===== src/rtl/core/stepper_half_step_positioner_top_macros.svh =====
// ----------------------------------------------------------------------------
// Stepper half-step positioner assertion macros
// Shared concurrent assertion forms, clocked on clk and held off during reset.
// ----------------------------------------------------------------------------
`ifndef STEPPER_HALF_STEP_POSITIONER_TOP_MACROS_SVH
`define STEPPER_HALF_STEP_POSITIONER_TOP_MACROS_SVH

// Same-cycle implication.
`define SHSP_ASSERT_IMP(lbl, ante, cons, msg) \
  lbl: assert property (@(posedge clk) disable iff (!rst_n) (ante) |-> (cons)) else $error(msg);

// Next-cycle implication.
`define SHSP_ASSERT_NXT(lbl, ante, cons, msg) \
  lbl: assert property (@(posedge clk) disable iff (!rst_n) (ante) |=> (cons)) else $error(msg);

`endif


===== src/rtl/core/shsp_pkg.sv =====
// ----------------------------------------------------------------------------
// Stepper half-step positioner package
// Widths, codes, register layout, result layout and the half-step coil table.
// ----------------------------------------------------------------------------
`default_nettype none

package shsp_pkg;

  localparam int unsigned FuncW    = 2;
  localparam int unsigned AngleW   = 9;
  localparam int unsigned CoilW    = 4;
  localparam int unsigned DelayW   = 16;
  localparam int unsigned SpqW     = 13;
  localparam int unsigned MagW     = 8;
  localparam int unsigned ProdW    = 21;
  localparam int unsigned PhaseW   = 3;
  localparam int unsigned DiffW    = 11;
  localparam int unsigned CfgIdxW  = 2;
  localparam int unsigned CfgDataW = 16;
  localparam int unsigned InDataW  = 16;
  localparam int unsigned OutDataW = 16;

  localparam logic [FuncW-1:0] FUNC_TICK = 2'd0;
  localparam logic [FuncW-1:0] FUNC_MOVE = 2'd1;
  localparam logic [FuncW-1:0] FUNC_HOME = 2'd2;

  localparam logic [CfgIdxW-1:0] REG_DELAY_MOVE = 2'd0;
  localparam logic [CfgIdxW-1:0] REG_DELAY_HOME = 2'd1;
  localparam logic [CfgIdxW-1:0] REG_SPQ        = 2'd2;

  localparam logic [DelayW-1:0] DELAY_MOVE_RST = 16'd2;
  localparam logic [DelayW-1:0] DELAY_HOME_RST = 16'd3;
  localparam logic [SpqW-1:0]   SPQ_RST        = 13'd1024;

  localparam logic [AngleW-1:0]       FULL_TURN  = 9'd360;
  localparam logic signed [DiffW-1:0] FULL_TURN_S = 11'sd360;
  localparam logic signed [DiffW-1:0] HALF_TURN_S = 11'sd180;
  localparam logic [ProdW-1:0]        QUARTER    = 21'd90;

  typedef enum logic [1:0] {
    MODE_IDLE = 2'd0,
    MODE_MOVE = 2'd1,
    MODE_HOME = 2'd2
  } mode_t;

  typedef struct packed {
    logic [DelayW-1:0] delay_move;
    logic [DelayW-1:0] delay_home;
    logic [SpqW-1:0]   spq;
  } cfg_t;

  typedef struct packed {
    logic              command_ignored;
    logic              run_done;
    logic [AngleW-1:0] position_angle;
    logic              busy_res;
    logic [CoilW-1:0]  coil_pattern;
  } res_t;

  function automatic logic [CoilW-1:0] coil_of(input logic [PhaseW-1:0] phase);
    logic [CoilW-1:0] pat;
    case (phase)
      3'd0:    pat = 4'h1;
      3'd1:    pat = 4'h3;
      3'd2:    pat = 4'h2;
      3'd3:    pat = 4'h6;
      3'd4:    pat = 4'h4;
      3'd5:    pat = 4'hC;
      3'd6:    pat = 4'h8;
      3'd7:    pat = 4'h9;
      default: pat = 4'h0;
    endcase
    return pat;
  endfunction

endpackage

`default_nettype wire


===== src/rtl/core/stepper_half_step_positioner_top.sv =====
// ----------------------------------------------------------------------------
// Stepper half-step positioner
// Half-step coil sequencer with absolute angle moves and limit-switch homing.
//
//   Channel  Direction  Handshake             Payload
//   in_      slave      in_tvalid/in_tready   tdata: target_angle, limit_open;
//                                             tuser: func
//   out_     master     out_tvalid/out_tready tdata: coil, busy, angle, done,
//                                             ignored
//   cfg_     slave      cfg_valid/cfg_ready   cfg_index, cfg_data
//
// One item is taken per cycle unless out_tready stalls the output.
// The rate is set by the single registered pass from the input register through
// the run state update into the output register.
// Reset is synchronous and active low; it restores the default delays and
// steps per quarter turn and leaves the run idle with all coils off.
// A stalled out_tready holds the result and, once the input register is full,
// holds in_tready low.
// ----------------------------------------------------------------------------
`default_nettype none

module stepper_half_step_positioner_top (
  input  wire logic                           clk,
  input  wire logic                           rst_n,
  input  wire logic                           in_tvalid,
  output      logic                           in_tready,
  // [8:0] target_angle, [9] limit_open, [15:10] zero
  input  wire logic [shsp_pkg::InDataW-1:0]   in_tdata,
  // [1:0] func
  input  wire logic [shsp_pkg::FuncW-1:0]     in_tuser,
  output      logic                           out_tvalid,
  input  wire logic                           out_tready,
  // [3:0] coil_pattern, [4] busy_res, [13:5] position_angle, [14] run_done,
  // [15] command_ignored
  output      logic [shsp_pkg::OutDataW-1:0]  out_tdata,
  input  wire logic                           cfg_valid,
  output      logic                           cfg_ready,
  input  wire logic [shsp_pkg::CfgIdxW-1:0]   cfg_index,
  input  wire logic [shsp_pkg::CfgDataW-1:0]  cfg_data
);

  `include "stepper_half_step_positioner_top_macros.svh"

  logic                          in_valid_r, in_valid_nxt;
  logic [shsp_pkg::AngleW-1:0]   tgt_r;
  logic                          limit_r;
  logic [shsp_pkg::FuncW-1:0]    func_r;
  logic                          out_valid_r, out_valid_nxt;
  shsp_pkg::res_t                res_r;
  shsp_pkg::res_t                res_nxt;
  shsp_pkg::cfg_t                cfg;
  logic                          in_take;
  logic                          cfg_take;
  logic                          fire;

  assign cfg_ready = rst_n;
  assign cfg_take  = cfg_valid && cfg_ready;

  shsp_cfg u_cfg (
    .clk      (clk),
    .rst_n    (rst_n),
    .wr_en    (cfg_take),
    .wr_index (cfg_index),
    .wr_data  (cfg_data),
    .cfg      (cfg)
  );

  shsp_core u_core (
    .clk          (clk),
    .rst_n        (rst_n),
    .fire         (fire),
    .func         (func_r),
    .target_angle (tgt_r),
    .limit_open   (limit_r),
    .cfg          (cfg),
    .res          (res_nxt)
  );

  always_comb begin
    fire          = in_valid_r && (!out_valid_r || out_tready);
    in_tready     = rst_n && (!in_valid_r || fire);
    in_take       = in_tvalid && in_tready;
    in_valid_nxt  = in_take ? 1'b1 : (fire ? 1'b0 : in_valid_r);
    out_valid_nxt = fire ? 1'b1 : (out_tready ? 1'b0 : out_valid_r);
  end

  always_ff @(posedge clk) begin
    if (!rst_n) begin
      in_valid_r  <= 1'b0;
      out_valid_r <= 1'b0;
    end else begin
      in_valid_r  <= in_valid_nxt;
      out_valid_r <= out_valid_nxt;
    end
  end

  always_ff @(posedge clk) begin
    if (in_take) begin
      tgt_r   <= in_tdata[shsp_pkg::AngleW-1:0];
      limit_r <= in_tdata[shsp_pkg::AngleW];
      func_r  <= in_tuser;
    end
    if (fire) begin
      res_r <= res_nxt;
    end
  end

  assign out_tvalid = out_valid_r;
  assign out_tdata  = res_r;

  `SHSP_ASSERT_IMP(a_done_not_ignored, out_valid_r && res_r.run_done,
                   !res_r.command_ignored, "run_done and command_ignored together")
  `SHSP_ASSERT_IMP(a_done_is_idle, out_valid_r && res_r.run_done,
                   !res_r.busy_res, "completed run still reports busy")
  `SHSP_ASSERT_IMP(a_ignored_is_busy, out_valid_r && res_r.command_ignored,
                   res_r.busy_res, "command dropped while not busy")
  `SHSP_ASSERT_NXT(a_item_kept, in_valid_r && out_valid_r && !out_tready,
                   in_valid_r, "waiting item lost under output stall")

endmodule

`default_nettype wire


===== src/rtl/core/shsp_cfg.sv =====
// ----------------------------------------------------------------------------
// Stepper half-step positioner configuration registers
// Holds the move delay, homing delay and steps per quarter turn.
// ----------------------------------------------------------------------------
`default_nettype none

module shsp_cfg (
  input  wire logic                           clk,
  input  wire logic                           rst_n,
  input  wire logic                           wr_en,
  input  wire logic [shsp_pkg::CfgIdxW-1:0]   wr_index,
  input  wire logic [shsp_pkg::CfgDataW-1:0]  wr_data,
  output shsp_pkg::cfg_t                      cfg
);

  shsp_pkg::cfg_t cfg_r;
  shsp_pkg::cfg_t cfg_nxt;

  always_comb begin
    cfg_nxt = cfg_r;
    if (wr_en) begin
      case (wr_index)
        shsp_pkg::REG_DELAY_MOVE: cfg_nxt.delay_move = wr_data;
        shsp_pkg::REG_DELAY_HOME: cfg_nxt.delay_home = wr_data;
        shsp_pkg::REG_SPQ:        cfg_nxt.spq        = wr_data[shsp_pkg::SpqW-1:0];
        default:                  cfg_nxt = cfg_r;
      endcase
    end
  end

  always_ff @(posedge clk) begin
    if (!rst_n) begin
      cfg_r.delay_move <= shsp_pkg::DELAY_MOVE_RST;
      cfg_r.delay_home <= shsp_pkg::DELAY_HOME_RST;
      cfg_r.spq        <= shsp_pkg::SPQ_RST;
    end else begin
      cfg_r <= cfg_nxt;
    end
  end

  assign cfg = cfg_r;

endmodule

`default_nettype wire


===== src/rtl/core/shsp_core.sv =====
// ----------------------------------------------------------------------------
// Stepper half-step positioner core
// Run state and the single-pass update for one item, with its result.
// ----------------------------------------------------------------------------
`default_nettype none

module shsp_core (
  input  wire logic                          clk,
  input  wire logic                          rst_n,
  input  wire logic                          fire,
  input  wire logic [shsp_pkg::FuncW-1:0]    func,
  input  wire logic [shsp_pkg::AngleW-1:0]   target_angle,
  input  wire logic                          limit_open,
  input  wire shsp_pkg::cfg_t                cfg,
  output shsp_pkg::res_t                     res
);

  // The remaining move length is kept as the undivided product; one half step
  // consumes ninety of it, and the move ends when less than ninety is left.
  logic [shsp_pkg::PhaseW-1:0] phase_r, phase_nxt;
  logic [shsp_pkg::CoilW-1:0]  coil_r, coil_nxt;
  logic [shsp_pkg::ProdW-1:0]  acc_r, acc_nxt;
  logic                        dir_r, dir_nxt;
  logic [shsp_pkg::DelayW-1:0] wait_r, wait_nxt;
  shsp_pkg::mode_t             mode_r, mode_nxt;
  logic [shsp_pkg::AngleW-1:0] angle_r, angle_nxt;

  logic [shsp_pkg::AngleW-1:0]        tgt_fix;
  logic signed [shsp_pkg::DiffW-1:0]  diff_raw;
  logic signed [shsp_pkg::DiffW-1:0]  diff;
  logic signed [shsp_pkg::DiffW-1:0]  diff_abs;
  logic [shsp_pkg::MagW-1:0]          mag;
  logic [shsp_pkg::ProdW-1:0]         prod;
  logic [shsp_pkg::DelayW-1:0]        wait_dec;
  logic [shsp_pkg::PhaseW-1:0]        phase_step;
  logic [shsp_pkg::ProdW-1:0]         acc_dec;
  logic [shsp_pkg::DelayW-1:0]        delay_move_eff;
  logic [shsp_pkg::DelayW-1:0]        delay_home_eff;
  logic                               done;
  logic                               ignored;

  always_comb begin
    tgt_fix  = (target_angle >= shsp_pkg::FULL_TURN) ? target_angle - shsp_pkg::FULL_TURN
                                                       : target_angle;
    diff_raw = $signed({2'b00, tgt_fix}) - $signed({2'b00, angle_r});
    if (diff_raw > shsp_pkg::HALF_TURN_S) begin
      diff = diff_raw - shsp_pkg::FULL_TURN_S;
    end else if (diff_raw < -shsp_pkg::HALF_TURN_S) begin
      diff = diff_raw + shsp_pkg::FULL_TURN_S;
    end else begin
      diff = diff_raw;
    end
    diff_abs = diff[shsp_pkg::DiffW-1] ? -diff : diff;
    mag      = diff_abs[shsp_pkg::MagW-1:0];
    prod     = shsp_pkg::ProdW'(cfg.spq) * shsp_pkg::ProdW'(mag);

    wait_dec   = (wait_r != '0) ? wait_r - 1'b1 : wait_r;
    phase_step = dir_r ? phase_r - 1'b1 : phase_r + 1'b1;
    acc_dec    = acc_r - shsp_pkg::QUARTER;
    delay_move_eff = (cfg.delay_move == '0) ? shsp_pkg::DelayW'(1) : cfg.delay_move;
    delay_home_eff = (cfg.delay_home == '0) ? shsp_pkg::DelayW'(1) : cfg.delay_home;
  end

  always_comb begin
    phase_nxt = phase_r;
    coil_nxt  = coil_r;
    acc_nxt   = acc_r;
    dir_nxt   = dir_r;
    wait_nxt  = wait_r;
    mode_nxt  = mode_r;
    angle_nxt = angle_r;
    done      = 1'b0;
    ignored   = 1'b0;
    case (func)
      shsp_pkg::FUNC_MOVE: begin
        if (mode_r != shsp_pkg::MODE_IDLE) begin
          ignored = 1'b1;
        end else begin
          dir_nxt   = diff[shsp_pkg::DiffW-1];
          acc_nxt   = prod;
          angle_nxt = tgt_fix;
          if (prod < shsp_pkg::QUARTER) begin
            done = 1'b1;
          end else begin
            mode_nxt = shsp_pkg::MODE_MOVE;
            wait_nxt = shsp_pkg::DelayW'(1);
          end
        end
      end
      shsp_pkg::FUNC_HOME: begin
        if (mode_r != shsp_pkg::MODE_IDLE) begin
          ignored = 1'b1;
        end else begin
          mode_nxt = shsp_pkg::MODE_HOME;
          dir_nxt  = 1'b1;
          wait_nxt = shsp_pkg::DelayW'(1);
        end
      end
      shsp_pkg::FUNC_TICK: begin
        case (mode_r)
          shsp_pkg::MODE_MOVE: begin
            wait_nxt = wait_dec;
            if (wait_dec == '0) begin
              phase_nxt = phase_step;
              coil_nxt  = shsp_pkg::coil_of(phase_step);
              acc_nxt   = acc_dec;
              if (acc_dec < shsp_pkg::QUARTER) begin
                mode_nxt = shsp_pkg::MODE_IDLE;
                done     = 1'b1;
              end else begin
                wait_nxt = delay_move_eff;
              end
            end
          end
          shsp_pkg::MODE_HOME: begin
            if (!limit_open) begin
              phase_nxt = '0;
              coil_nxt  = shsp_pkg::coil_of('0);
              angle_nxt = '0;
              wait_nxt  = '0;
              mode_nxt  = shsp_pkg::MODE_IDLE;
              done      = 1'b1;
            end else begin
              wait_nxt = wait_dec;
              if (wait_dec == '0) begin
                phase_nxt = phase_step;
                coil_nxt  = shsp_pkg::coil_of(phase_step);
                wait_nxt  = delay_home_eff;
              end
            end
          end
          default: begin
            mode_nxt = mode_r;
          end
        endcase
      end
      default: begin
        ignored = 1'b0;
      end
    endcase

    res.coil_pattern    = coil_nxt;
    res.busy_res        = (mode_nxt != shsp_pkg::MODE_IDLE);
    res.position_angle  = angle_nxt;
    res.run_done        = done;
    res.command_ignored = ignored;
  end

  always_ff @(posedge clk) begin
    if (!rst_n) begin
      phase_r <= '0;
      coil_r  <= '0;
      acc_r   <= '0;
      dir_r   <= 1'b0;
      wait_r  <= '0;
      mode_r  <= shsp_pkg::MODE_IDLE;
      angle_r <= '0;
    end else if (fire) begin
      phase_r <= phase_nxt;
      coil_r  <= coil_nxt;
      acc_r   <= acc_nxt;
      dir_r   <= dir_nxt;
      wait_r  <= wait_nxt;
      mode_r  <= mode_nxt;
      angle_r <= angle_nxt;
    end
  end

endmodule

`default_nettype wire

===== config.mk =====
export PLATFORM = sky130hd
export DESIGN_NAME = stepper_half_step_positioner_top
export DESIGN_NICKNAME = d
export VERILOG_FILES = /design/src/rtl/core/shsp_pkg.sv /design/src/rtl/core/stepper_half_step_positioner_top.sv /design/src/rtl/core/shsp_cfg.sv /design/src/rtl/core/shsp_core.sv
export VERILOG_INCLUDE_DIRS = /design/src /design/src/rtl/core
export SDC_FILE = /design/constraint.sdc
export NUM_CORES = 1
export LEC_CHECK = 0
export BUFFER_PORTS_ARGS = -buffer_cell sky130_fd_sc_hd__buf_2
export CORE_MARGIN = 10
export CORE_UTILIZATION = 45
export DETAILED_ROUTE_END_ITERATION = 8
export PLACE_DENSITY = 0.72
export SLEW_MARGIN = 5
export SYNTH_ARGS = -nofsm -noshare
export SYNTH_HDL_FRONTEND = slang
export SYNTH_SLANG_ARGS = --single-unit

===== constraint.sdc =====
create_clock -name clk -period 33.3 [get_ports clk]
set_input_delay 0 -clock clk [delete_from_list [all_inputs] [get_ports clk]]
set_output_delay 0 -clock clk [all_outputs]
set_load 0.02 [all_outputs]

==> results of run 1 <==
-- report_power, final --
part,internal [mW],switching [mW]
registers,0.166,0.00500
clock network,0.112,0.0731
logic,0.115,0.196
total,0.393,0.274
-- layer usage --
layer	share of wire [%]	global-route usage [%]	up-vias
met5	0	0	-
met4	2.4	5.91	0
met3	6.3	2.91	48
met2	46	28.9	375
met1	46	24.9	5093
li1	-	-	5125
-- worst max path at each step --
stage,startpoint,endpoint,cells past startpoint
after CTS,tgt_r[1],u_core.wait_r[13],39
final,tgt_r[1],u_core.wait_r[13],39
after global routing,tgt_r[1],u_core.wait_r[3],39
after floorplan,tgt_r[1],u_core.wait_r[14],38
after global placement,tgt_r[1],u_core.wait_r[4],39
after detailed placement,tgt_r[1],u_core.wait_r[13],39
-- flip-flops by register name, indices dropped and copies added, names as in the netlist --
name            flops
u_cfg.cfg          45
u_core.acc_r       20
out_tdata          16
u_core.wait_r      16
tgt_r               9
u_core.angle_r      9
u_core.coil_r       4
u_core.phase_r      3
func_r              2
u_core.mode_r       2
in_valid_r          1
limit_r             1
out_tvalid          1
u_core.dir_r        1
-- per-stage QoR --
step | instance area [um2] | hold slack [ns] | util [%] | setup WS [ns]
after detailed placement | 12100 | 0.178 | 47.8 | 21.03
after global routing | 13000 | 0.131 | 51.3 | 20.24
after floorplan | 11600 | 0.0989 | - | 22.69
final | 13000 | 0.0977 | 51.3 | 21.00
after CTS | 13000 | 0.0782 | 51.3 | 20.94
after global placement | 12100 | 0.177 | 47.8 | 21.30
-- cells in the mapped netlist, drive strengths merged (32+ instances only) --
cell type	number	area [um2]
o21ai	66	330
dfxtp	102	2040
nor3	32	165
inv	158	593
ha	70	876
nand2	233	875
a21oi	132	661
clkbuf	76	285
and2	42	263
fa	68	1360
nor2	72	273
-- worst register-to-register path: cells and delay by family, from the launching register on --
kind            cells  cell delay (ns)
flops               1             0.48
simple gates       10             3.37
fa+ha+maj           6             2.72
compound gates     12             3.39
mux                 2             0.51
xor+xnor            2             0.71
buf+inv             7             1.03
-- placed cells by master, fill, tap and decap left out, types with 8 or more instances in the layout --
master	instances
clkbuf_16	19
o21a_1	8
or4_1	8
nand2b_1	24
xnor2_1	24
dfxtp_1	102
buf_2	53
inv_1	157
edfxtp_1	28
buf_4	19
nor3_1	31
nor2b_1	28
a31oi_1	8
nand3_1	25
and2_1	42
o32ai_1	8
o31ai_1	21
nor2_1	71
fa_1	68
dlygate4sd3_1	31
or3_1	9
a22o_1	8
nor4_1	19
o211ai_1	21
xor2_1	16
a21oi_1	132
mux2i_1	21
nand2_1	233
a21boi_0	13
a211oi_1	15
a21o_1	16
ha_1	70
o21ai_0	66
-- cells by family after synthesis --
| kind of cell | count (synthesis) |
|---|---|
| adder cells (fa/ha/maj) | 138 |
| buffers and inverters | 241 |
| multiplexers | 27 |
| XOR/XNOR | 40 |
| flip-flops | 130 |
| AO/OA/AOI/OAI | 371 |
| AND/OR/NAND/NOR | 525 |
-- final cells by class --
| type | instances | area (um2) | share of cell area (%) |
|---|---|---|---|
| tap | 330 | 413 | 3.18 |
| clock inverter | 11 | 98.8 | 0.762 |
| timing repair buffer | 103 | 718 | 5.54 |
| inverter | 158 | 593 | 4.57 |
| sequential | 130 | 2880 | 22.2 |
| clock buffer | 21 | 483 | 3.72 |
| multi-input combinational | 1101 | 7780 | 60.0 |
-- what timing repair did --
item	in CTS	in global routing
setup endpoints to repair	0	0
hold buffers	31	0
endpoints found under the hold margin	59	0
buffers inserted	0	0
==> flow_summary.ini, run 1 <==
[status]
status = finished clean

[sta]
finalMaxSlewViolations = 0
setup_violations = 0
worst_pin_slew_ns = 1.18
hold_violations = 0
relSlewSlack_pct = 19.1
fin_crit_sh_pct = 36.9
max_clock_freq_ghz = 0.0813
post-route-min-period_ns = 12.30
rsz0062_at_grt = no
fin_setup_tns_ns = 0
fin_worst_skew_ns = 0.00888

[floorplan]
io_pins = 60
row_count = 58
die_height_um = 180
die_x_um = 180
coreArea_um2 = 25300
start_util_pct = 45.8
dieArea_um2 = 32500

[synth]
synth_compound_area_share_pct = 20.5
avgSynthCellArea_um2 = 7.86
yosysUniqueCellTypes = 75
netlist_area_um2 = 11600
synth_fa_ha_area_share_pct = 19.3
synthMuxAreaShare_pct = 2.40
synth_edf_count = 28
ys_seq_area_share_pct = 24.9
synthSimpleGateAreaFrac_pct = 21.9
ys.flop_type = dfxtp_1
synth_seq_cells = 130
synth-xor-area-share_pct = 3.03
syn_inst = 1472
ys_async_sr_fraction_pct = 0
synth_top_family_by_area = simple AND/OR/NAND/NOR gates
ys.warnings.count = 0
syn-num-nets = 1651

[clocking]
cts_made_buffers = 17
clk_pin_slew_ns = 0.06
clockBufferDepth = 2
cts_tree = yes
ctsResizeCount = 0
cts_sinks = 130
cts_max_level = 4
clk_latency_ns = 0.42
clockRootBuffer = clkbuf_16

[routing]
first_pass_iters = 5
drtAntennaViolNets = 0
wl_mm = 30.8
num_vias = 10641
routedWlPerCell_um = 16.6
post-route-drc-count = 0
via_per_inst = 5.74
drt_iter0_drc = 1079

[hold_path]
hold_class = in2reg
min_to = u_cfg.cfg[12]
whs_path_depth = 5
hold_start = cfg_index[0]

[pwr]
pwr_density_cell_nw_per_um2 = 51.4
p_total_mw = 0.667
ir_worst_vdd_mv = 0.0364
power_leakage_nw = 5.45

[critical_path]
cp.arrival_ns = 12.59
cpMostUsedCell = inv_1
rr_startpoint = tgt_r[1]
cp_max_fo = 16
max_stage_delay_ns = 0.63
criticalPathCategory = reg2reg
cp.required_ns = 33.59
rrSetupSlack_ns = 21.00
timing.rr.end = u_core.wait_r[13]
crit_family = compound AO/OA/AOI/OAI gates
cp-start-kind = flip-flop
worst_setup_path_end_kind = flip-flop
worst-path-buf-inv = 7
critPathSlowestCell = or4_1
r2r_cells = 39

[placement]
dp.cells = 1791
port-buffer-count = 53
place_hpwl_mm = 22.5
globalplace.congestion = 0.882

[finish]
num_antenna_cells = 0
fin_cells = 1854
layout.nets = 1690
nFillCells = 2343
drive_gt1_share_pct = 8.46
area_growth_pct = 12.0

[global_route]
grt.overflow.total = 0
grt_max_degree = 72
track_usage_pct = 18.3
antenna_found_initial = 0
grt_pass1_vias = 9987
grt_pass1_wl_mm = 50.6

[run]
maxCapViolCount = 0
Power figures use the tool's default switching activity.
==> run 2: changes to the inputs <==
==> constraint.sdc (replaced) <==
create_clock -name clk -period 11.85 [get_ports clk]
set_input_delay 0 -clock clk [delete_from_list [all_inputs] [get_ports clk]]
set_output_delay 0 -clock clk [all_outputs]
set_load 0.02 [all_outputs]
==> run 2 against run 1 <==
  * Hold slack got worse by 0.0014 ns
  * Critical endpoint is now u_core.wait_r[14]
  * Fmax up 10%
  * Sequential share of layout area shrank 0.16 points
  * Sequential power rose to 2.8 times the previous value
  * Non-clock buffer count up 5
  * Clock power rose to 2.8 times the previous value
  * Register-to-register slack got worse by 20 ns
  * Power grew to 2.8 times the previous value
  * Die area is the same
  * Routed wire length grew 1.5%
==> flow_summary.ini, run 2 (same netlist as run 1, synthesis figures left out) <==
[sta]
max_clock_freq_ghz = 0.0896
fin_worst_skew_ns = 0.0107
setup_violations = 0
relSlewSlack_pct = 18.5
fin_crit_sh_pct = 94.2
worst_pin_slew_ns = 1.19
post-route-min-period_ns = 11.16
whs_ns = 0.0963
finalWorstSetupSlack_ns = 0.692
finalMaxSlewViolations = 0
hold_violations = 0

[critical_path]
cp.required_ns = 12.15
worst-path-buf-inv = 6
rrSetupSlack_ns = 0.69
cpMostUsedCell = inv_1
cp.depth = 38
max_stage_delay_ns = 0.61
rr_startpoint = tgt_r[1]
cp-start-kind = flip-flop
cp.arrival_ns = 11.46
r2r_cells = 38
critPathSlowestCell = or4_1
cp_max_fo = 13
timing.rr.end = u_core.wait_r[14]
worst_setup_path_end_kind = flip-flop
crit_family = simple AND/OR/NAND/NOR gates
criticalPathCategory = reg2reg

[hold_path]
hold_start = cfg_index[0]
hold_class = in2reg
min_to = u_cfg.cfg[8]
whs_path_depth = 5

[placement]
place_hpwl_mm = 22.9
place_ws_ns = 0.255
dp.cells = 1795
placed_cell_area_um2 = 12100
port-buffer-count = 53
globalplace.congestion = 0.879

[finish]
final_common_cell = nand2_1
layout.nets = 1695
largest_reg_flops = 45
final_cell_area_um2 = 13100
multiInputGateArea_um2 = 7830
nFillCells = 2334
fin_cells = 1860
seq_area_um2 = 2880
drive_gt1_share_pct = 9.42
final_util_pct = 51.7
area_growth_pct = 12.9
final_cell_mix = nand2_1, inv_1, a21oi_1

[pwr]
ir_worst_vdd_mv = 0.110
power_leakage_nw = 5.48
pwr_density_cell_nw_per_um2 = 145

[clocking]
cts_sinks = 130
clockBufferDepth = 2
cts_made_buffers = 17
cts_max_level = 4
clk_pin_slew_ns = 0.06
clockRootBuffer = clkbuf_16
cts_tree = yes
clk_latency_ns = 0.43

[global_route]
grt_pass1_vias = 10238
grt_max_degree = 72
track_usage_pct = 19.0
grt.overflow.total = 0
antenna_found_initial = 1
grt_pass1_wl_mm = 52.2

[run]
maxCapViolCount = 0

[routing]
via_per_inst = 5.75
num_vias = 10687
drt_iter0_drc = 1052
drtAntennaViolNets = 0
wl_mm = 31.3
routedWlPerCell_um = 16.8
post-route-drc-count = 0
first_pass_iters = 5

[floorplan]
start_util_pct = 45.8
coreArea_um2 = 25300
row_count = 58
io_pins = 60
die_height_um = 180
dieArea_um2 = 32500
die_x_um = 180

[status]
status = finished clean
-- run 2: cell type report --
cell class,count,area share [%]
Clock inverter,14,1.18
Inverter,158,4.54
Clock buffer,18,3.29
Antenna cell,1,0.0192
Sequential cell,130,22.1
Tap cell,330,3.16
Multi-Input combinational cell,1101,60.0
Timing Repair Buffer,108,5.78
-- run 2: worst max path at each step --
stage	startpoint	to	slack (ns)
floorplan	tgt_r[1]	u_core.wait_r[14]	1.24
global placement	tgt_r[1]	u_core.wait_r[4]	0.50
detailed placement	tgt_r[1]	u_core.wait_r[14]	0.26
CTS	tgt_r[1]	u_core.wait_r[3]	0.16
global route	tgt_r[1]	u_core.wait_r[4]	-0.006
finish	tgt_r[1]	u_core.wait_r[14]	0.69
-- run 2: tightest hold or removal path: stages --
cell     delay, ns
buf_2         0.12
nor3b_1       0.06
buf_4         0.17
nand2_1       0.07
a21oi_1       0.05
-- run 2: power breakdown --
group          internal [mW]  switching (mW)  leakage (nW)  total, mW
sequential             0.466          0.0138          1.09      0.480
combinational          0.330           0.553          4.11      0.883
clock                  0.312           0.213         0.278      0.525
-- run 2: per-stage QoR --
| stage | power (mW) | TNS [ns] |
|---|---|---|
| 2_1_floorplan | 1.11 | 0 |
| 3_3_place_gp | 1.33 | 0 |
| 3_5_place_dp | 1.35 | 0 |
| 4_1_cts | 1.88 | 0 |
| 5_1_grt | 2.02 | -0.00614 |
| 6_report | 1.89 | 0 |
-- run 2: timing repair --
action                     4_1_cts  5_1_grt
hold buffers                    31        0
setup endpoints to repair        0       20
hold endpoints to repair        59        0
resized for setup                0       10
buffers inserted                 0        1
-- run 2: per-layer routing --
| layer | wire length [um] | track usage (%) | vias to the layer above |
|---|---|---|---|
| li1 | - | - | 5141 |
| met1 | 14200 | 26.1 | 5111 |
| met2 | 14100 | 29.5 | 386 |
| met3 | 2310 | 3.45 | 49 |
| met4 | 620 | 5.48 | 0 |
| met5 | 0 | 0 | - |
